--- config.mk ---
export PLATFORM = sky130hd
export DESIGN_NAME = process_table_scheduler
export DESIGN_NICKNAME = d
export VERILOG_FILES = /design/src/rtl/pts_pkg.sv /design/src/rtl/process_table_scheduler.sv /design/src/rtl/pts_ctrl.sv /design/src/rtl/pts_datapath.sv
export VERILOG_INCLUDE_DIRS = /design/src /design/src/rtl
export SDC_FILE = /design/constraint.sdc
export NUM_CORES = 1
export LEC_CHECK = 0
export BUFFER_PORTS_ARGS = -buffer_cell sky130_fd_sc_hd__buf_2
export CAP_MARGIN = 20
export CORE_MARGIN = 4
export CORE_UTILIZATION = 45
export CTS_BUF_LIST = sky130_fd_sc_hd__clkbuf_8
export DETAILED_ROUTE_END_ITERATION = 8
export GPL_TIMING_DRIVEN = 0
export PLACE_DENSITY_LB_ADDON = 0.25
export SLEW_MARGIN = 30
export SYNTH_ARGS = -nofsm -noshare
export SYNTH_HDL_FRONTEND = slang
export SYNTH_SLANG_ARGS = --single-unit
--- constraint.sdc ---
create_clock -name i_clk -period 8.2 [get_ports i_clk]
set_input_delay 1.23 -clock i_clk [delete_from_list [all_inputs] [get_ports i_clk]]
set_output_delay 1.23 -clock i_clk [all_outputs]
set_load 0.03 [all_outputs]
--- src/rtl/process_table_scheduler_macros.svh ---
// ----------------------------------------------------------------------------
// Process table scheduler assertion macros
// Shared concurrent assertion forms used by the scheduler RTL.
// ----------------------------------------------------------------------------
`ifndef PROCESS_TABLE_SCHEDULER_MACROS_SVH
`define PROCESS_TABLE_SCHEDULER_MACROS_SVH

// The consequent must hold in the same cycle as the antecedent.
`define PTS_ASSERT_NOW(lbl, clk, rst_n, ante, cons, msg) \
    lbl: assert property (@(posedge clk) disable iff (!rst_n) (ante) |-> (cons)) \
        else $error(msg);

// The consequent must hold in the cycle after the antecedent.
`define PTS_ASSERT_NEXT(lbl, clk, rst_n, ante, cons, msg) \
    lbl: assert property (@(posedge clk) disable iff (!rst_n) (ante) |=> (cons)) \
        else $error(msg);

`endif

--- src/rtl/pts_pkg.sv ---
// ----------------------------------------------------------------------------
// Process table scheduler package
// Beat types, codes and the command/status bundles between control and data.
// ----------------------------------------------------------------------------
package pts_pkg;

    localparam int CFG_IDX_W  = 1;
    localparam int CFG_DATA_W = 16;

    localparam logic [CFG_IDX_W-1:0] CFG_IDX_STACK_BASE   = 1'b0;
    localparam logic [CFG_IDX_W-1:0] CFG_IDX_STACK_STRIDE = 1'b1;

    localparam logic [15:0] KERNEL_ADDR      = 16'h8100;
    localparam logic [15:0] STACK_BASE_RST   = 16'h5000;
    localparam logic [11:0] STACK_STRIDE_RST = 12'h200;

    typedef enum logic [2:0] {
        CMD_START     = 3'd0,
        CMD_EXIT_ADDR = 3'd1,
        CMD_FORK      = 3'd2,
        CMD_EXIT_RUN  = 3'd3,
        CMD_WAIT      = 3'd4,
        CMD_SCHED     = 3'd5
    } t_command;

    typedef enum logic [1:0] {
        RC_OK         = 2'd0,
        RC_NO_FREE    = 2'd1,
        RC_NOT_FOUND  = 2'd2,
        RC_FORK_CHILD = 2'd3
    } t_result_code;

    typedef enum logic [1:0] {
        ST_FREE  = 2'd0,
        ST_SUSP  = 2'd1,
        ST_READY = 2'd2
    } t_slot_state;

    typedef enum logic [3:0] {
        CS_IDLE,
        CS_FREE_SCAN,
        CS_MATCH_SCAN,
        CS_FORK_CHK,
        CS_EXIT_CUR,
        CS_EXIT_PAR,
        CS_SUSPEND,
        CS_RR_SCAN,
        CS_FINISH
    } t_ctrl_state;

    typedef enum logic [2:0] {
        PTR_HOLD,
        PTR_ONE,
        PTR_CUR,
        PTR_CUR_NEXT,
        PTR_PARENT,
        PTR_INC
    } t_ptr_op;

    typedef enum logic [1:0] {
        ADDR_ZERO,
        ADDR_IN,
        ADDR_SAVED
    } t_addr_src;

    typedef enum logic [1:0] {
        SLOT_ZERO,
        SLOT_PTR,
        SLOT_CUR
    } t_slot_src;

    typedef struct packed {
        logic [2:0]  command;
        logic [15:0] program_addr;
    } t_cmd_beat;

    typedef struct packed {
        t_result_code result_code;
        logic [2:0]   slot_index;
        logic [15:0]  entry_addr;
        logic [15:0]  stack_addr;
        logic [2:0]   running_slot;
    } t_rsp_beat;

    typedef struct packed {
        logic         in_load;
        t_ptr_op      ptr_op;
        logic         st_we;
        t_slot_state  st_val;
        logic         par_we;
        logic         par_cur;
        logic         addr_we;
        t_addr_src    addr_src;
        logic         save_addr;
        logic         cur_load;
        logic         out_load;
        t_result_code code;
        t_slot_src    slot_src;
        t_addr_src    ent_src;
        logic         stack_en;
    } t_dp_cmd;

    typedef struct packed {
        t_slot_state rd_state;
        logic        addr_match;
        logic        parent_nz;
        logic        last_lin;
        logic        last_rr;
        logic        out_free;
    } t_dp_status;

endpackage

--- src/rtl/process_table_scheduler.sv ---
// ----------------------------------------------------------------------------
// Process table scheduler
// Round-robin process table: start, exit, fork, wait and schedule commands.
// ----------------------------------------------------------------------------
//   Channel   Direction  Signals                          Beat
//   command   in         i_cmd_valid / o_cmd_stall        t_cmd_beat i_cmd
//   result    out        o_rsp_valid / i_rsp_stall        t_rsp_beat o_rsp
//   config    in         i_cfg_we, i_cfg_idx, i_cfg_wdata write only
//
// One command is taken at a time; it walks the slot table one entry per cycle
// through a single read port. From acceptance to a loaded result, a command
// runs through its scan over the slots; an unused code goes straight to the
// finish state, and a fork or a wait can scan every other slot. The result
// register lets the next command be accepted while a result beat is still
// stalled. Reset is synchronous and restores the kernel slot, the running
// slot and the stack settings at once.
// ----------------------------------------------------------------------------
module process_table_scheduler
    import pts_pkg::*;
#(
    parameter int NUM_SLOTS = 8
) (
    input  logic                  i_clk,
    input  logic                  i_rst_n,
    input  logic                  i_cfg_we,
    input  logic [CFG_IDX_W-1:0]  i_cfg_idx,
    input  logic [CFG_DATA_W-1:0] i_cfg_wdata,
    input  logic                  i_cmd_valid,
    output logic                  o_cmd_stall,
    input  t_cmd_beat             i_cmd,
    output logic                  o_rsp_valid,
    input  logic                  i_rsp_stall,
    output t_rsp_beat             o_rsp
);

    t_dp_cmd    w_dp_cmd;
    t_dp_status w_dp_st;

    pts_ctrl u_ctrl (
        .i_clk       (i_clk),
        .i_rst_n     (i_rst_n),
        .i_cmd_valid (i_cmd_valid),
        .i_command   (i_cmd.command),
        .o_cmd_stall (o_cmd_stall),
        .o_dp        (w_dp_cmd),
        .i_st        (w_dp_st)
    );

    pts_datapath #(
        .NUM_SLOTS (NUM_SLOTS)
    ) u_datapath (
        .i_clk          (i_clk),
        .i_rst_n        (i_rst_n),
        .i_cfg_we       (i_cfg_we),
        .i_cfg_idx      (i_cfg_idx),
        .i_cfg_wdata    (i_cfg_wdata),
        .i_program_addr (i_cmd.program_addr),
        .i_cmd          (w_dp_cmd),
        .o_st           (w_dp_st),
        .o_rsp_valid    (o_rsp_valid),
        .i_rsp_stall    (i_rsp_stall),
        .o_rsp          (o_rsp)
    );

endmodule

--- src/rtl/pts_ctrl.sv ---
// ----------------------------------------------------------------------------
// Process table scheduler controller
// Sequences each command over the table one slot per cycle.
// ----------------------------------------------------------------------------
module pts_ctrl
    import pts_pkg::*;
(
    input  logic       i_clk,
    input  logic       i_rst_n,
    input  logic       i_cmd_valid,
    input  logic [2:0] i_command,
    output logic       o_cmd_stall,
    output t_dp_cmd    o_dp,
    input  t_dp_status i_st
);

    t_ctrl_state  r_state, n_state;
    logic [2:0]   r_cmd, n_cmd;
    t_result_code r_code, n_code;

    always_ff @(posedge i_clk) begin
        if (!i_rst_n) begin
            r_state <= CS_IDLE;
            r_cmd   <= '0;
            r_code  <= RC_OK;
        end else begin
            r_state <= n_state;
            r_cmd   <= n_cmd;
            r_code  <= n_code;
        end
    end

    assign o_cmd_stall = (r_state != CS_IDLE);

    always_comb begin
        n_state = r_state;
        n_cmd   = r_cmd;
        n_code  = r_code;
        o_dp    = '0;
        unique case (r_state)
            CS_IDLE: begin
                if (i_cmd_valid) begin
                    o_dp.in_load = 1'b1;
                    n_cmd        = i_command;
                    n_code       = RC_OK;
                    unique case (i_command) inside
                        CMD_START: begin
                            o_dp.ptr_op = PTR_ONE;
                            n_state     = CS_FREE_SCAN;
                        end
                        CMD_EXIT_ADDR: begin
                            o_dp.ptr_op = PTR_ONE;
                            n_state     = CS_MATCH_SCAN;
                        end
                        CMD_FORK: begin
                            o_dp.ptr_op = PTR_CUR;
                            n_state     = CS_FORK_CHK;
                        end
                        CMD_EXIT_RUN: begin
                            o_dp.ptr_op = PTR_CUR;
                            n_state     = CS_EXIT_CUR;
                        end
                        CMD_WAIT: begin
                            o_dp.ptr_op = PTR_CUR;
                            n_state     = CS_SUSPEND;
                        end
                        CMD_SCHED: begin
                            o_dp.ptr_op = PTR_CUR_NEXT;
                            n_state     = CS_RR_SCAN;
                        end
                        default: begin
                            n_state = CS_FINISH;
                        end
                    endcase
                end
            end
            CS_FREE_SCAN: begin
                if (i_st.rd_state == ST_FREE) begin
                    // Claim the slot; a forked child takes its parent's program.
                    o_dp.st_we    = 1'b1;
                    o_dp.st_val   = ST_READY;
                    o_dp.par_we   = 1'b1;
                    o_dp.par_cur  = (r_cmd == CMD_FORK);
                    o_dp.addr_we  = 1'b1;
                    o_dp.addr_src = (r_cmd == CMD_FORK) ? ADDR_SAVED : ADDR_IN;
                    n_state       = CS_FINISH;
                end else if (i_st.last_lin) begin
                    n_code  = RC_NO_FREE;
                    n_state = CS_FINISH;
                end else begin
                    o_dp.ptr_op = PTR_INC;
                end
            end
            CS_MATCH_SCAN: begin
                if (i_st.rd_state != ST_FREE && i_st.addr_match) begin
                    o_dp.st_we    = 1'b1;
                    o_dp.st_val   = ST_FREE;
                    o_dp.par_we   = 1'b1;
                    o_dp.addr_we  = 1'b1;
                    o_dp.addr_src = ADDR_ZERO;
                    n_state       = CS_FINISH;
                end else if (i_st.last_lin) begin
                    n_code  = RC_NOT_FOUND;
                    n_state = CS_FINISH;
                end else begin
                    o_dp.ptr_op = PTR_INC;
                end
            end
            CS_FORK_CHK: begin
                o_dp.save_addr = 1'b1;
                if (i_st.parent_nz) begin
                    n_code  = RC_FORK_CHILD;
                    n_state = CS_FINISH;
                end else begin
                    o_dp.ptr_op = PTR_ONE;
                    n_state     = CS_FREE_SCAN;
                end
            end
            CS_EXIT_CUR: begin
                // Free the running slot and move over to its parent entry.
                o_dp.st_we  = 1'b1;
                o_dp.st_val = ST_FREE;
                o_dp.par_we = 1'b1;
                o_dp.ptr_op = PTR_PARENT;
                n_state     = CS_EXIT_PAR;
            end
            CS_EXIT_PAR: begin
                if (i_st.rd_state == ST_SUSP) begin
                    o_dp.st_we  = 1'b1;
                    o_dp.st_val = ST_READY;
                end
                n_state = CS_FINISH;
            end
            CS_SUSPEND: begin
                o_dp.st_we  = 1'b1;
                o_dp.st_val = ST_SUSP;
                o_dp.ptr_op = PTR_CUR_NEXT;
                n_state     = CS_RR_SCAN;
            end
            CS_RR_SCAN: begin
                if (i_st.rd_state == ST_READY) begin
                    o_dp.cur_load = 1'b1;
                    n_state       = CS_FINISH;
                end else if (i_st.last_rr) begin
                    n_state = CS_FINISH;
                end else begin
                    o_dp.ptr_op = PTR_INC;
                end
            end
            CS_FINISH: begin
                o_dp.code = r_code;
                if (r_code != RC_OK) begin
                    o_dp.slot_src = SLOT_ZERO;
                end else if (r_cmd == CMD_START || r_cmd == CMD_EXIT_ADDR ||
                             r_cmd == CMD_FORK) begin
                    o_dp.slot_src = SLOT_PTR;
                end else begin
                    o_dp.slot_src = SLOT_CUR;
                end
                if (r_code == RC_OK && r_cmd == CMD_START) begin
                    o_dp.ent_src  = ADDR_IN;
                    o_dp.stack_en = 1'b1;
                end else if (r_code == RC_OK && r_cmd == CMD_FORK) begin
                    o_dp.ent_src  = ADDR_SAVED;
                    o_dp.stack_en = 1'b1;
                end else begin
                    o_dp.ent_src = ADDR_ZERO;
                end
                if (i_st.out_free) begin
                    o_dp.out_load = 1'b1;
                    n_state       = CS_IDLE;
                end
            end
            default: begin
                n_state = CS_IDLE;
            end
        endcase
    end

endmodule

--- src/rtl/pts_datapath.sv ---
// ----------------------------------------------------------------------------
// Process table scheduler datapath
// Slot table, running slot, scan pointer, stack arithmetic and result register.
// ----------------------------------------------------------------------------
`include "process_table_scheduler_macros.svh"

module pts_datapath
    import pts_pkg::*;
#(
    parameter int NUM_SLOTS = 8
) (
    input  logic                  i_clk,
    input  logic                  i_rst_n,
    input  logic                  i_cfg_we,
    input  logic [CFG_IDX_W-1:0]  i_cfg_idx,
    input  logic [CFG_DATA_W-1:0] i_cfg_wdata,
    input  logic [15:0]           i_program_addr,
    input  t_dp_cmd               i_cmd,
    output t_dp_status            o_st,
    output logic                  o_rsp_valid,
    input  logic                  i_rsp_stall,
    output t_rsp_beat             o_rsp
);

    localparam int SLOT_W = $clog2(NUM_SLOTS);
    localparam logic [SLOT_W-1:0] LAST_SLOT = SLOT_W'(NUM_SLOTS - 1);

    function automatic logic [SLOT_W-1:0] next_slot(input logic [SLOT_W-1:0] s);
        logic [SLOT_W-1:0] nxt;
        nxt = (s == LAST_SLOT) ? '0 : s + SLOT_W'(1);
        return nxt;
    endfunction

    t_slot_state       r_state  [NUM_SLOTS];
    logic [SLOT_W-1:0] r_parent [NUM_SLOTS];
    logic [15:0]       r_addr   [NUM_SLOTS];
    logic [SLOT_W-1:0] r_cur;
    logic [SLOT_W-1:0] r_ptr, n_ptr;
    logic [15:0]       r_base;
    logic [11:0]       r_stride;
    logic [15:0]       r_in_addr;
    logic [15:0]       r_sav_addr;
    logic              r_rsp_valid;
    t_rsp_beat         r_rsp;

    t_slot_state       w_rd_state;
    logic [SLOT_W-1:0] w_rd_parent;
    logic [15:0]       w_rd_addr;
    logic [SLOT_W-1:0] w_ptr_inc;
    logic [SLOT_W-1:0] w_idx_m1;
    logic [SLOT_W+11:0] w_prod;
    logic [15:0]       w_stack;
    logic [15:0]       w_wr_addr;
    logic              w_out_free;

    // Single read port: every access goes through the scan pointer.
    assign w_rd_state  = r_state[r_ptr];
    assign w_rd_parent = r_parent[r_ptr];
    assign w_rd_addr   = r_addr[r_ptr];
    assign w_ptr_inc   = next_slot(r_ptr);
    assign w_out_free  = !r_rsp_valid || !i_rsp_stall;

    assign o_st.rd_state   = w_rd_state;
    assign o_st.addr_match = (w_rd_addr == r_in_addr);
    assign o_st.parent_nz  = (w_rd_parent != '0);
    assign o_st.last_lin   = (r_ptr == LAST_SLOT);
    assign o_st.last_rr    = (w_ptr_inc == r_cur);
    assign o_st.out_free   = w_out_free;

    // Stack of slot i is base + (i - 1) * stride, wrapping at 16 bits.
    assign w_idx_m1 = r_ptr - SLOT_W'(1);
    assign w_prod   = (SLOT_W+12)'(w_idx_m1) * (SLOT_W+12)'(r_stride);
    assign w_stack  = r_base + 16'(w_prod);

    always_comb begin
        case (i_cmd.addr_src)
            ADDR_IN:    w_wr_addr = r_in_addr;
            ADDR_SAVED: w_wr_addr = r_sav_addr;
            default:    w_wr_addr = '0;
        endcase
    end

    always_comb begin
        case (i_cmd.ptr_op)
            PTR_HOLD:     n_ptr = r_ptr;
            PTR_ONE:      n_ptr = SLOT_W'(1);
            PTR_CUR:      n_ptr = r_cur;
            PTR_CUR_NEXT: n_ptr = next_slot(r_cur);
            PTR_PARENT:   n_ptr = w_rd_parent;
            PTR_INC:      n_ptr = w_ptr_inc;
            default:      n_ptr = r_ptr;
        endcase
    end

    always_ff @(posedge i_clk) begin
        if (!i_rst_n) begin
            for (int i = 0; i < NUM_SLOTS; i++) begin
                r_state[i]  <= (i == 0) ? ST_READY : ST_FREE;
                r_parent[i] <= '0;
                r_addr[i]   <= (i == 0) ? KERNEL_ADDR : '0;
            end
            r_cur       <= '0;
            r_ptr       <= '0;
            r_base      <= STACK_BASE_RST;
            r_stride    <= STACK_STRIDE_RST;
            r_rsp_valid <= 1'b0;
        end else begin
            if (i_cmd.st_we) begin
                r_state[r_ptr] <= i_cmd.st_val;
            end
            if (i_cmd.par_we) begin
                r_parent[r_ptr] <= i_cmd.par_cur ? r_cur : '0;
            end
            if (i_cmd.addr_we) begin
                r_addr[r_ptr] <= w_wr_addr;
            end
            if (i_cmd.cur_load) begin
                r_cur <= r_ptr;
            end
            r_ptr <= n_ptr;
            if (i_cfg_we) begin
                unique case (i_cfg_idx)
                    CFG_IDX_STACK_BASE:   r_base   <= i_cfg_wdata;
                    CFG_IDX_STACK_STRIDE: r_stride <= i_cfg_wdata[11:0];
                    default:              r_base   <= r_base;
                endcase
            end
            if (i_cmd.out_load) begin
                r_rsp_valid <= 1'b1;
            end else if (!i_rsp_stall) begin
                r_rsp_valid <= 1'b0;
            end
        end
    end

    always_ff @(posedge i_clk) begin
        if (i_cmd.in_load) begin
            r_in_addr <= i_program_addr;
        end
        if (i_cmd.save_addr) begin
            r_sav_addr <= w_rd_addr;
        end
        if (i_cmd.out_load) begin
            r_rsp.result_code  <= i_cmd.code;
            r_rsp.running_slot <= 3'(r_cur);
            r_rsp.stack_addr   <= i_cmd.stack_en ? w_stack : '0;
            case (i_cmd.slot_src)
                SLOT_PTR: r_rsp.slot_index <= 3'(r_ptr);
                SLOT_CUR: r_rsp.slot_index <= 3'(r_cur);
                default:  r_rsp.slot_index <= '0;
            endcase
            case (i_cmd.ent_src)
                ADDR_IN:    r_rsp.entry_addr <= r_in_addr;
                ADDR_SAVED: r_rsp.entry_addr <= r_sav_addr;
                default:    r_rsp.entry_addr <= '0;
            endcase
        end
    end

    assign o_rsp_valid = r_rsp_valid;
    assign o_rsp       = r_rsp;

    `PTS_ASSERT_NOW(a_no_rsp_overwrite, i_clk, i_rst_n, i_cmd.out_load, w_out_free, "result beat overwritten while stalled")
    `PTS_ASSERT_NOW(a_sched_ready, i_clk, i_rst_n, i_cmd.cur_load, w_rd_state == ST_READY, "scheduled slot is not ready")
    `PTS_ASSERT_NOW(a_alloc_ready, i_clk, i_rst_n, i_cmd.out_load && i_cmd.stack_en, (i_cmd.code == RC_OK) && (w_rd_state == ST_READY), "allocated slot not ready")
    `PTS_ASSERT_NEXT(a_ptr_in_range, i_clk, i_rst_n, 1'b1, r_ptr <= LAST_SLOT, "scan pointer beyond last slot")

endmodule
# --- After elaboration in Yosys (flattened, before gate mapping) ---
# Memories as Yosys holds them, arrays and structs flattened. A register that Yosys moved wholly into a read port is not among the register bits.
# Cells that the tools add are included.
word_totals:
  out_inout_bits: 42
  input_bits: 41
  romBits: 0
  reg_bits: 116
  ramBits: 168
  latch_bits: 0
  wordCells: 174
  n_memories: 3
memory_table:
  columns: ["name", "words", "word_bits", "rd", "rd_ports_with_merged_regs", "wr", "line_no", "text"]
  rows:
  - ["u_datapath.r_addr", 8, 16, 1, 1, 8, "pts_datapath.sv:36", "logic [15:0] r_addr [NUM_SLOTS];"]
  - ["u_datapath.r_parent", 8, 3, 1, 1, 8, "pts_datapath.sv:35", "logic [SLOT_W-1:0] r_parent [NUM_SLOTS];"]
  - ["u_datapath.r_state", 8, 2, 1, 1, 8, "pts_datapath.sv:34", "t_slot_state r_state [NUM_SLOTS];"]
classes:
  add_sub_neg: 4
  n_bitwise: 1
  n_reduce_logical: 29
  mul: 1
  eq_ne: 41
  n_mux: 80
  shifts: 0
  div: 0
  order_cmp: 0
op_table:
  columns: ["op", "n"]
  rows:
  - ["16-bit one-hot mux with 2 select lines", 2]
  - ["3-bit 2-to-1 mux", 21]
  - ["4-bit 2-to-1 mux", 10]
  - ["4-bit one-hot mux with 9 select lines", 1]
  - ["3-bit one-hot mux with 5 select lines", 2]
  - ["4-bit one-hot mux with 6 select lines", 1]
  - ["1-bit 2-to-1 mux", 23]
  - ["2-bit 2-to-1 mux", 11]
  - ["3-bit one-hot mux with 7 select lines", 1]
  - ["3-bit equality test, second input constant", 6]
  - ["16-bit by 15-bit adder with 16-bit output", 1]
  - ["16-bit equality test", 1]
  - ["4-bit by 3-bit equality test with 1-bit output, second input constant", 4]
  - ["16-bit 2-to-1 mux", 1]
  - ["8-bit 2-to-1 mux", 2]
  - ["16-bit OR reduction", 1]
  - ["3-bit by 2-bit equality test with 1-bit output, second input constant", 5]
  - ["3-bit by 12-bit multiplier with 15-bit output", 1]
  - ["3-bit one-hot mux with 2 select lines", 2]
  - ["2-bit by 1-bit inequality test with 1-bit output, second input constant", 5]
  - ["3-bit by 1-bit equality test with 1-bit output, second input constant", 3]
  - ["2-bit by 1-bit equality test with 1-bit output, second input constant", 4]
  - ["2-bit equality test, second input constant", 4]
  - ["4-bit by 2-bit equality test with 1-bit output, second input constant", 2]
  - ["other kinds (26)", 42]

# --- Logic depth before layout (Yosys ltp) ---
# Gate-level depths: netlist of run 1.
logic_depth:
  depth_word: 10
  mapped_depth: 20
  mapped_depth_nobuf: 17

# --- Hierarchy ---
# Synthesis of run 1 repeated with hierarchy kept, for this count alone.
unflattened:
  cells_unflattened: 1248
  hier_area_um2: 14591.5
by_module_without_submodules:
  columns: ["module", "seq_area_each_um2", "instances", "area_per_inst_um2", "cells_each"]
  rows:
  - ["pts_datapath", 7967.6, 1, 13625.6, 1127]
  - ["pts_ctrl", 180.2, 1, 965.9, 121]

# --- Worst setup path after synthesis of run 1 ---
# No wires, ideal clock.
synth_path:
  kind: "reg2reg"
  from: "register u_datapath.r_ptr[0]"
  to: "register u_datapath.r_rsp, in the netlist u_datapath.o_rsp[18], data pin"
  required_time_ns: 7.934
  path_stages_with_launch: 21
  path_buffers: 3
  period_less_slack_ns: 5.021
  t_arrival_ns: 4.755
  setup_ns: 0.266
  setup_slack_ns: 3.179
  cell_sequence: "dfxtp_1 -> clkbuf_1 -> inv_1 -> buf_1 -> ha_1 -> xor2_1 -> clkbuf_1 -> nand2_1 -> fa_1 -> fa_1 -> inv_1 -> fa_1 -> a21o_1 -> a21oi_1 -> nor2b_1 -> o21a_1 -> o311ai_0 -> a31oi_1 -> a31oi_1 -> xor2_1 -> nor2_1"
synth_via:
  elab_chain_len: 3
synth_rtl:
  columns: ["item", "line_no", "text"]
  rows:
  - ["from (decl)", "pts_datapath.sv:38", "logic [SLOT_W-1:0] r_ptr, n_ptr;"]
  - ["from (signal assigned)", "pts_datapath.sv:120", "r_ptr <= n_ptr;"]
  - ["3-bit by 1-bit subtractor with 3-bit output", "pts_datapath.sv:71", "assign w_idx_m1 = r_ptr - SLOT_W'(1);"]
  - ["3-bit by 12-bit multiplier with 15-bit output", "pts_datapath.sv:72", "assign w_prod = (SLOT_W+12)'(w_idx_m1) * (SLOT_W+12)'(r_stride);"]
  - ["16-bit by 15-bit adder with 16-bit output", "pts_datapath.sv:73", "assign w_stack = r_base + 16'(w_prod);"]
  - ["to (decl)", "pts_datapath.sv:44", "t_rsp_beat r_rsp;"]
# Every way passes these cells.
# A chain may end at the register's enable or synchronous reset.

# --- Worst setup path after layout of run 1 ---
# Same ends and word-level chain as after synthesis.

==> impl_metrics.tcl, run 1 <==
set metrics [dict create \
    p_clk_share_pct 29.8 \
    synth-warning-count 0 \
    finalSetupViolations 0 \
    hold_depth 2 \
    async_flop_share_pct 0 \
    multi_input_area_um2 5520 \
    antenna_found_initial 0 \
    p_per_area_nw_per_um2 254 \
    cts.sink_count 287 \
    n_fill_cell 2675 \
    root_buffer "clkbuf_8" \
    cp.arrival_ns 6.51 \
    cts_hold_buffers 0 \
    total_power_uw 4100 \
    syn_to_final_growth_pct 13.0 \
    comb_power_share_pct 27.6 \
    num-nets-final 1429 \
    core-area_um2 30900 \
    cp_slowest_cell "fa_1" \
    synthFlopType "edfxtp_1" \
    power_switching_uw 1350 \
    status "finished, final reports clean" \
    drv_cap 0 \
    cts_repair_resize_count 0 \
    cp_max_fo 10 \
    period_share_pct 75.8 \
    grtUsageTotal_pct 20.7 \
    seq_power_share_pct 42.6 \
    rows 64 \
    wl_per_cell_um 20.3 \
    antenna_cells 0 \
    reg2reg_depth 20 \
    place_hpwl_mm 25.6 \
    fin_crit_ns 6.21 \
    syn-instance-count 1210 \
    cts_setup_buffers 0 \
    synth_edf_count 240 \
    vias_per_cell 5.49 \
    ys_types 63 \
    netlist_area_um2 14300 \
    cts_tree "built" \
    postPlaceCellArea_um2 15200 \
    grt_pass1_wl_mm 54.8 \
    holdWs_ns 0.466 \
    die-width_um 186 \
    dr.pass1.iters 5 \
    numCtsBuffers 47 \
    ys_seq_elements 287 \
    cts.clk_slew.worst_paths_ns 0.06 \
    start_util_pct 46.2 \
    synth_area_per_cell_um2 11.8 \
    synth_seq_area_share_pct 57.1 \
    grt.overflow.total 0 \
    ant_nets 0 \
    drc 0 \
    pre_cts_slack_ns 2.05 \
    hold_violations 0 \
    drt_iter0_markers 848 \
    fp.dieArea_um2 34600 \
    ir_drop_uv 107 \
    required_ns 8.50 \
    swShare_pct 32.8 \
    cp_cell_sequence "clkbuf_1, inv_1, buf_1, ha_1, xor2_1, clkbuf_1, nand2_1, fa_1, fa_1, inv_1, fa_1, a21o_1, a21oi_1, nor2b_1, o21a_1, o311ai_0, a31oi_1, a31oi_1, xor2_1, nor2_1" \
    drv_slew 0 \
    clock_skew_ns 0.0400 \
    intPower_uw 2750 \
    rsz0062_at_grt "no" \
    clk_path_buf_depth 3 \
    h-tree-depth 2 \
    drive_gt1_share_pct 17.0 \
    setup_ws_ns 1.99 \
    crit_type "flip-flop to flip-flop" \
    grt_max_degree 23 \
    syn-num-nets 1299 \
    end_kind "flip-flop" \
    gp_congestion 0.876 \
    p_leak_uw 0.00579 \
    regArea_um2 8150 \
    cpPeakStageDelay_ns 0.54 \
    tns_ns 0 \
    cp_common_cell "fa_1" \
    tightest_slew_ns 1.00 \
    max_freq_ghz 0.161 \
    vias 9725 \
    hold_class "flip-flop to flip-flop" \
    slew_headroom_pct 33.1 \
    num_io_pins 83 \
    port_buffers 79 \
    setup.worst_path.start_class "flip-flop" \
    grt_pass1_vias 9634 \
    wl_mm 36.1 \
    clk_latency_ns 0.59 \
    fin_area_um2 16100 \
    die_y_um 186 \
]
sequential cells by signal (all words and copies together), names as in the netlist, 3 cells and up, named ones only:
name / count
u_datapath.r_sav_addr: 16
u_datapath.r_parent: 24
u_datapath.r_ptr: 3
u_datapath.r_state: 16
u_datapath.o_rsp: 40
u_datapath.r_cur: 3
u_datapath.r_in_addr: 16
u_datapath.r_stride: 12
u_ctrl.r_cmd: 3
u_ctrl.r_state: 4
u_datapath.r_base: 16
u_datapath.r_addr: 128
power by group through the flow:
stage	Clock, uW	Sequential [uW]	Combinational [uW]
after floorplan	0	1800	779
after global placement	0	1780	1100
after detailed placement	0	1780	1130
after CTS	1240	1750	1130
after global routing	1300	1760	1230
final	1220	1750	1130
critical path: cells and delay by family, from the launching register on:
| family | cells | cell delay [ns] |
|---|---|---|
| DFF | 1 | 0.35 |
| buffers and inverters | 5 | 1.56 |
| AOI/OAI and AO/OA | 6 | 1.56 |
| and+or+nand+nor | 3 | 0.28 |
| adders and majority gates | 4 | 1.82 |
| xor gates and xnor gates | 2 | 0.40 |
final cells by class:
class	count	area share [%]
Sequential cell	287	50.5
Tap cell	396	3.07
Timing Repair Buffer	81	2.64
Multi-Input combinational cell	792	34.3
Inverter	51	1.19
Clock inverter	36	1.35
Clock buffer	50	4.27
Buffer	80	2.67
placed cells by master, fill, tap and decap left out, types with 18 or more instances in the layout:
cell type,n
dfxtp_1,47
fa_1,23
a21oi_1,40
nand2_1,113
ha_1,25
mux2i_1,53
o21ai_0,20
a22o_1,26
clkbuf_1,39
buf_2,84
edfxtp_1,240
a22oi_1,18
clkbuf_8,50
nand3_1,19
nor2_1,225
inv_1,63
or2_2,19
through the flow:
stage / util, % / instances
after CTS: 52.1 / 1773
after global placement: 49.0 / 1685
after floorplan: - / 1210
final: 52.1 / 1773
after global routing: 52.1 / 1773
after detailed placement: 49.2 / 1687
metal layers:
| layer | vias up | wire length (um) | GRT usage, % |
|---|---|---|---|
| met1 | 4716 | 15500 | 28.2 |
| met3 | 77 | 2700 | 3.87 |
| li1 | 4565 | - | - |
| met5 | - | 0 | 0 |
| met2 | 367 | 17000 | 34.1 |
| met4 | 0 | 902 | 6.21 |
cells by family (layout without fill, tap and decap cells):
group,Yosys count,after routing,share of synthesized area (%)
adders and majority gates,48,48,5.42
AOI/OAI and AO/OA,154,154,7.32
muxes,92,92,8.95
xor gates and xnor gates,27,27,1.66
DFF,287,287,57.1
buffers and inverters,131,298,4.36
and+or+nand+nor,471,471,15.2
synthesized netlist by cell type, types with 19 or more instances:
cell type | number | area, um^2
a22o_1 | 26 | 228
a21oi_1 | 41 | 205
ha_1 | 25 | 313
inv_1 | 51 | 191
fa_1 | 23 | 460
nand2_1 | 114 | 428
edfxtp_1 | 240 | 7210
o21ai_0 | 20 | 100
nand3_1 | 19 | 95.1
dfxtp_1 | 47 | 941
nor2_1 | 226 | 848
or2_2 | 19 | 119
mux2i_1 | 53 | 531
clkbuf_1 | 39 | 146
worst paths after layout:
check | startpoint | to | slack, ns
min reg2reg | u_datapath.r_base[1] | u_datapath.r_base[1] | 0.47
max reg2reg | u_datapath.r_ptr[0] | u_datapath.o_rsp[18] | 1.99
max | u_datapath.r_ptr[0] | u_datapath.o_rsp[18] | 1.99
min | u_datapath.r_base[1] | u_datapath.r_base[1] | 0.47
Note: power is estimated with default switching activity, not from simulation.
==> run 2, diff against run 1 <==
==> constraint.sdc (replaced) <==
create_clock -name i_clk -period 5.45 [get_ports i_clk]
set_input_delay 0.8175 -clock i_clk [delete_from_list [all_inputs] [get_ports i_clk]]
set_output_delay 0.8175 -clock i_clk [all_outputs]
set_load 0.03 [all_outputs]
==> run 2 against run 1 <==
Compared with the run above: design area is essentially flat; worst setup slack got worse by 1.6 ns; via count is 0.27% higher; non-clock buffer count fell by 1; flip-flop and latch count unchanged; clock power up 50%; combinational power increased by 51%; highest routed layer unchanged.
==> impl_metrics.tcl, run 2 (same netlist as run 1, synthesis figures left out) <==
set metrics [dict create \
    cts_hold_buffers 0 \
    die-width_um 186 \
    slew_headroom_pct 32.9 \
    grtUsageTotal_pct 20.8 \
    wl_mm 36.1 \
    grt_pass1_vias 9641 \
    drc 0 \
    rows 64 \
    ir_drop_uv 161 \
    layout_commonest_cell "edfxtp_1" \
    layout_common_cells "240 x edfxtp_1, 225 x nor2_1, 113 x nand2_1" \
    max_flop_register "u_datapath.r_addr" \
    required_ns 5.75 \
    status "finished, final reports clean" \
    finalSetupViolations 0 \
    grt_max_degree 23 \
    total_power_uw 6170 \
    cts_tree "built" \
    p_leak_uw 0.00580 \
    final_cells 1772 \
    dr.pass1.iters 5 \
    root_buffer "clkbuf_8" \
    grt.overflow.total 0 \
    drv_cap 0 \
    place_hpwl_mm 25.6 \
    core-area_um2 30900 \
    fin_area_um2 16100 \
    drive_gt1_share_pct 17.4 \
    vias 9751 \
    cp_max_fo 10 \
    wl_per_cell_um 20.4 \
    die_y_um 186 \
    clk_latency_ns 0.59 \
    clock_skew_ns 0.0422 \
    ant_nets 0 \
    r2r_slack_ns 0.34 \
    start_util_pct 46.2 \
    clk_path_buf_depth 3 \
    fp.dieArea_um2 34600 \
    max_freq_ghz 0.196 \
    gp_congestion 0.876 \
    largest_reg_flops 128 \
    postPlaceCellArea_um2 15200 \
    end_kind "flip-flop" \
    numCtsBuffers 47 \
    num_io_pins 83 \
    tns_ns 0 \
    hold_violations 0 \
    port_buffers 79 \
    drv_slew 0 \
    antenna_cells 0 \
    place_inst 1687 \
    syn_to_final_growth_pct 13.1 \
    cts.clk_slew.worst_paths_ns 0.06 \
    p_per_area_nw_per_um2 383 \
    cts.sink_count 287 \
    period_share_pct 93.7 \
    rsz0062_at_grt "no" \
    crit_type "flip-flop to flip-flop" \
    setup.worst_path.start_class "flip-flop" \
    post-route-util_pct 52.2 \
    drt_iter0_markers 932 \
    tightest_slew_ns 1.00 \
    vias_per_cell 5.50 \
    antenna_found_initial 0 \
    num-nets-final 1428 \
    grt_pass1_wl_mm 54.9 \
    hold_class "primary input to flip-flop" \
    h-tree-depth 2 \
    cp.arrival_ns 5.41 \
    fin_crit_ns 5.11 \
]
[run 2: timing repair]
item                       in CTS  in global routing
gates resized for setup         5                  4
setup endpoints to repair       8                  3
setup buffers                   1                  0
gates cloned                    0                  0
[run 2: layout make-up]
class	count	area (um^2)
plain buffers	78	429
flip-flops and latches	287	8150
repair buffers	82	433
well taps	396	495
clock buffers	50	688
multi-input cells	792	5530
clock inverters	36	218
fillers	2675	14800
inverters	51	195
[run 2: through the flow]
| stage | worst slack [ns] | hold slack, ns |
|---|---|---|
| 2_1_floorplan | 0.429 | 0.436 |
| 3_3_place_gp | -0.616 | 0.446 |
| 3_5_place_dp | -0.702 | 0.454 |
| 4_1_cts | 0.0606 | 0.387 |
| 5_1_grt | 0.0371 | 0.402 |
| 6_report | 0.343 | 0.431 |
[run 2: worst max-delay path, cell delays in order, from the launching register on]
cell,delay (ns)
dfxtp_1,0.35
clkbuf_4,0.26
clkinvlp_4,0.14
ha_2,0.19
xor2_1,0.22
clkbuf_2,0.27
nand2_1,0.11
fa_1,0.52
fa_1,0.54
inv_1,0.07
fa_1,0.46
a21o_1,0.17
a21oi_1,0.17
nor2b_1,0.08
o21a_1,0.21
o311ai_1,0.36
a31oi_1,0.20
a31oi_1,0.28
xor2_1,0.17
nor2_1,0.05
[run 2: layer usage]
layer	track usage (%)	vias up	part of all wire (%)
li1	-	4569	-
met1	28.3	4756	43
met5	0	-	0
met3	3.87	74	7.4
met2	34.2	352	47
met4	6.21	0	2.6
[run 2: report_power, final]
part	leakage [uW]	internal, uW	switching, uW
combinational	0.00254	645	1070
sequential	0.00275	2550	75.8
clock	0.000515	952	880
[run 2: final timing paths]
kind,from,depth (start not counted),to
max,u_datapath.r_ptr[0],19,u_datapath.o_rsp[18]
min,i_cmd[2],1,u_datapath.r_in_addr[2]
max reg2reg,u_datapath.r_ptr[0],19,u_datapath.o_rsp[18]
min reg2reg,u_datapath.r_base[1],2,u_datapath.r_base[1]
==> run 3, diff against run 2 <==
--- a/config.mk
+++ b/config.mk
@@ -13,7 +13,7 @@
 export CTS_BUF_LIST = sky130_fd_sc_hd__clkbuf_8
 export DETAILED_ROUTE_END_ITERATION = 8
 export GPL_TIMING_DRIVEN = 0
-export PLACE_DENSITY_LB_ADDON = 0.25
+export PLACE_DENSITY = 0.69
 export SLEW_MARGIN = 30
 export SYNTH_ARGS = -nofsm -noshare
 export SYNTH_HDL_FRONTEND = slang
==> run 3 against run 2 <==
Compared with the run above: via count is 1.7% higher; combinational power barely moved; die area stayed put; total power down 1.2%; clock power is 4% lower; final cell count is 0.23% lower; flip-flop and latch count stayed put; count of clock-buffer cells in the layout unchanged; largest cell class unchanged; fmax down 0.16%; worst setup slack got worse by 0.0079 ns; global-route usage about the same; utilization shrank 0.093 points.
==> impl_metrics.tcl, run 3 (same netlist as run 1, synthesis figures left out) <==
set metrics [dict create \
    num-nets-final 1429 \
    grt.overflow.total 0 \
    antenna_cells 0 \
    ant_nets 0 \
    place_inst 1688 \
    num_io_pins 83 \
    max_flop_register "u_datapath.r_addr" \
    drive_gt1_share_pct 17.1 \
    end_kind "flip-flop" \
    start_util_pct 46.2 \
    numCtsBuffers 47 \
    core-area_um2 30900 \
    cts_tree "built" \
    pre_cts_slack_ns -0.821 \
    grtUsageTotal_pct 20.8 \
    gp_congestion 0.863 \
    largest_reg_flops 128 \
    drc 0 \
    die_y_um 186 \
    h-tree-depth 2 \
    grt_max_degree 23 \
    tns_ns 0 \
    status "finished, final reports clean" \
    slew_headroom_pct 35.3 \
    dr.pass1.iters 5 \
    tightest_slew_ns 0.968 \
    comb_power_share_pct 28.1 \
    root_buffer "clkbuf_8" \
    port_buffers 79 \
    power_switching_uw 2000 \
    fp.dieArea_um2 34600 \
    cts.clk_slew.worst_paths_ns 0.06 \
    hold_violations 0 \
    place_hpwl_mm 25.5 \
    rows 64 \
    grt_pass1_vias 9809 \
    finalSetupViolations 0 \
    setup_ws_ns 0.335 \
    p_clk_share_pct 28.7 \
    drv_slew 0 \
    intPower_uw 4100 \
    ir_drop_uv 173 \
    drt_iter0_markers 890 \
    setup.worst_path.start_class "flip-flop" \
    vias_per_cell 5.61 \
    layout_common_cells "240 x edfxtp_1, 225 x nor2_1, 112 x nand2_1" \
    holdWs_ns 0.414 \
    multi_input_area_um2 5530 \
    r2r_slack_ns 0.34 \
    cts_hold_buffers 0 \
    crit_type "flip-flop to flip-flop" \
    cts.sink_count 287 \
    syn_to_final_growth_pct 12.9 \
    clock_skew_ns 0.0316 \
    final_cells 1768 \
    rsz0062_at_grt "no" \
    hold_class "primary input to flip-flop" \
    p_per_area_nw_per_um2 379 \
    n_fill_cell 2631 \
    post-route-util_pct 52.1 \
    seq_power_share_pct 43.2 \
    die-width_um 186 \
    swShare_pct 32.8 \
    p_leak_uw 0.00579 \
    clk_latency_ns 0.59 \
    regArea_um2 8150 \
    layout_commonest_cell "edfxtp_1" \
    drv_cap 0 \
    fin_crit_ns 5.11 \
    wl_mm 35.8 \
    cp_max_fo 10 \
    vias 9920 \
    grt_pass1_wl_mm 55.1 \
    antenna_found_initial 0 \
    period_share_pct 93.8 \
    wl_per_cell_um 20.3 \
    clk_path_buf_depth 3 \
    max_freq_ghz 0.196 \
    cp.arrival_ns 5.42 \
    required_ns 5.75 \
]
[run 3: path summary, 6_finish.rpt]
check,start,depth (start not counted),to
min,i_cmd[11],1,u_datapath.r_in_addr[11]
max,u_datapath.r_ptr[0],19,u_datapath.o_rsp[18]
min reg2reg,u_datapath.r_base[13],2,u_datapath.r_base[13]
max reg2reg,u_datapath.r_ptr[0],19,u_datapath.o_rsp[18]
[run 3: through the flow]
step / instance area, um^2 / total power [uW]
floorplan: 14300 / 3880
global placement: 15200 / 4330
detailed placement: 15200 / 4360
CTS: 16100 / 6120
global route: 16100 / 6390
finish: 16100 / 6100
[run 3: layout make-up]
class | count | share of cell area, %
Sequential cell | 287 | 50.6
Multi-Input combinational cell | 792 | 34.3
Clock buffer | 50 | 4.27
Tap cell | 396 | 3.08
Timing Repair Buffer | 83 | 2.76
Buffer | 78 | 2.67
Inverter | 51 | 1.21
Clock inverter | 31 | 1.09
[run 3: metal layers]
metal	track usage, %	wire length [um]
met1	28.5	15200
met2	33.8	16900
met5	0	0
met3	4.14	2870
met4	6.09	788
[run 3: power groups by stage]
stage	Sequential [uW]	Combinational (uW)	Clock, uW
finish	2630	1710	1750
global route	2650	1870	1880
CTS	2630	1700	1780
detailed placement	2670	1680	0
global placement	2680	1650	0
floorplan	2710	1170	0
[run 3: critical path, cell delays in order (launching register included)]
cell and delay (ns):
dfxtp_1 0.38, clkbuf_4 0.29, clkinvlp_4 0.15, ha_1 0.22, xor2_1 0.24, buf_2 0.28
nand2_1 0.12, fa_1 0.51, fa_1 0.54, inv_1 0.07, fa_1 0.46, a21o_1 0.17
a21oi_1 0.17, nor2b_1 0.09, o21a_1 0.23, o311ai_2 0.28, a31oi_1 0.19, a31oi_1 0.25
xor2_1 0.17, nor2_1 0.05
[run 3: timing repair]
item / 4_1_cts / 5_1_grt
setup endpoints to repair: 8 / 1
gates resized for setup: 5 / 3
setup buffers: 1 / 0
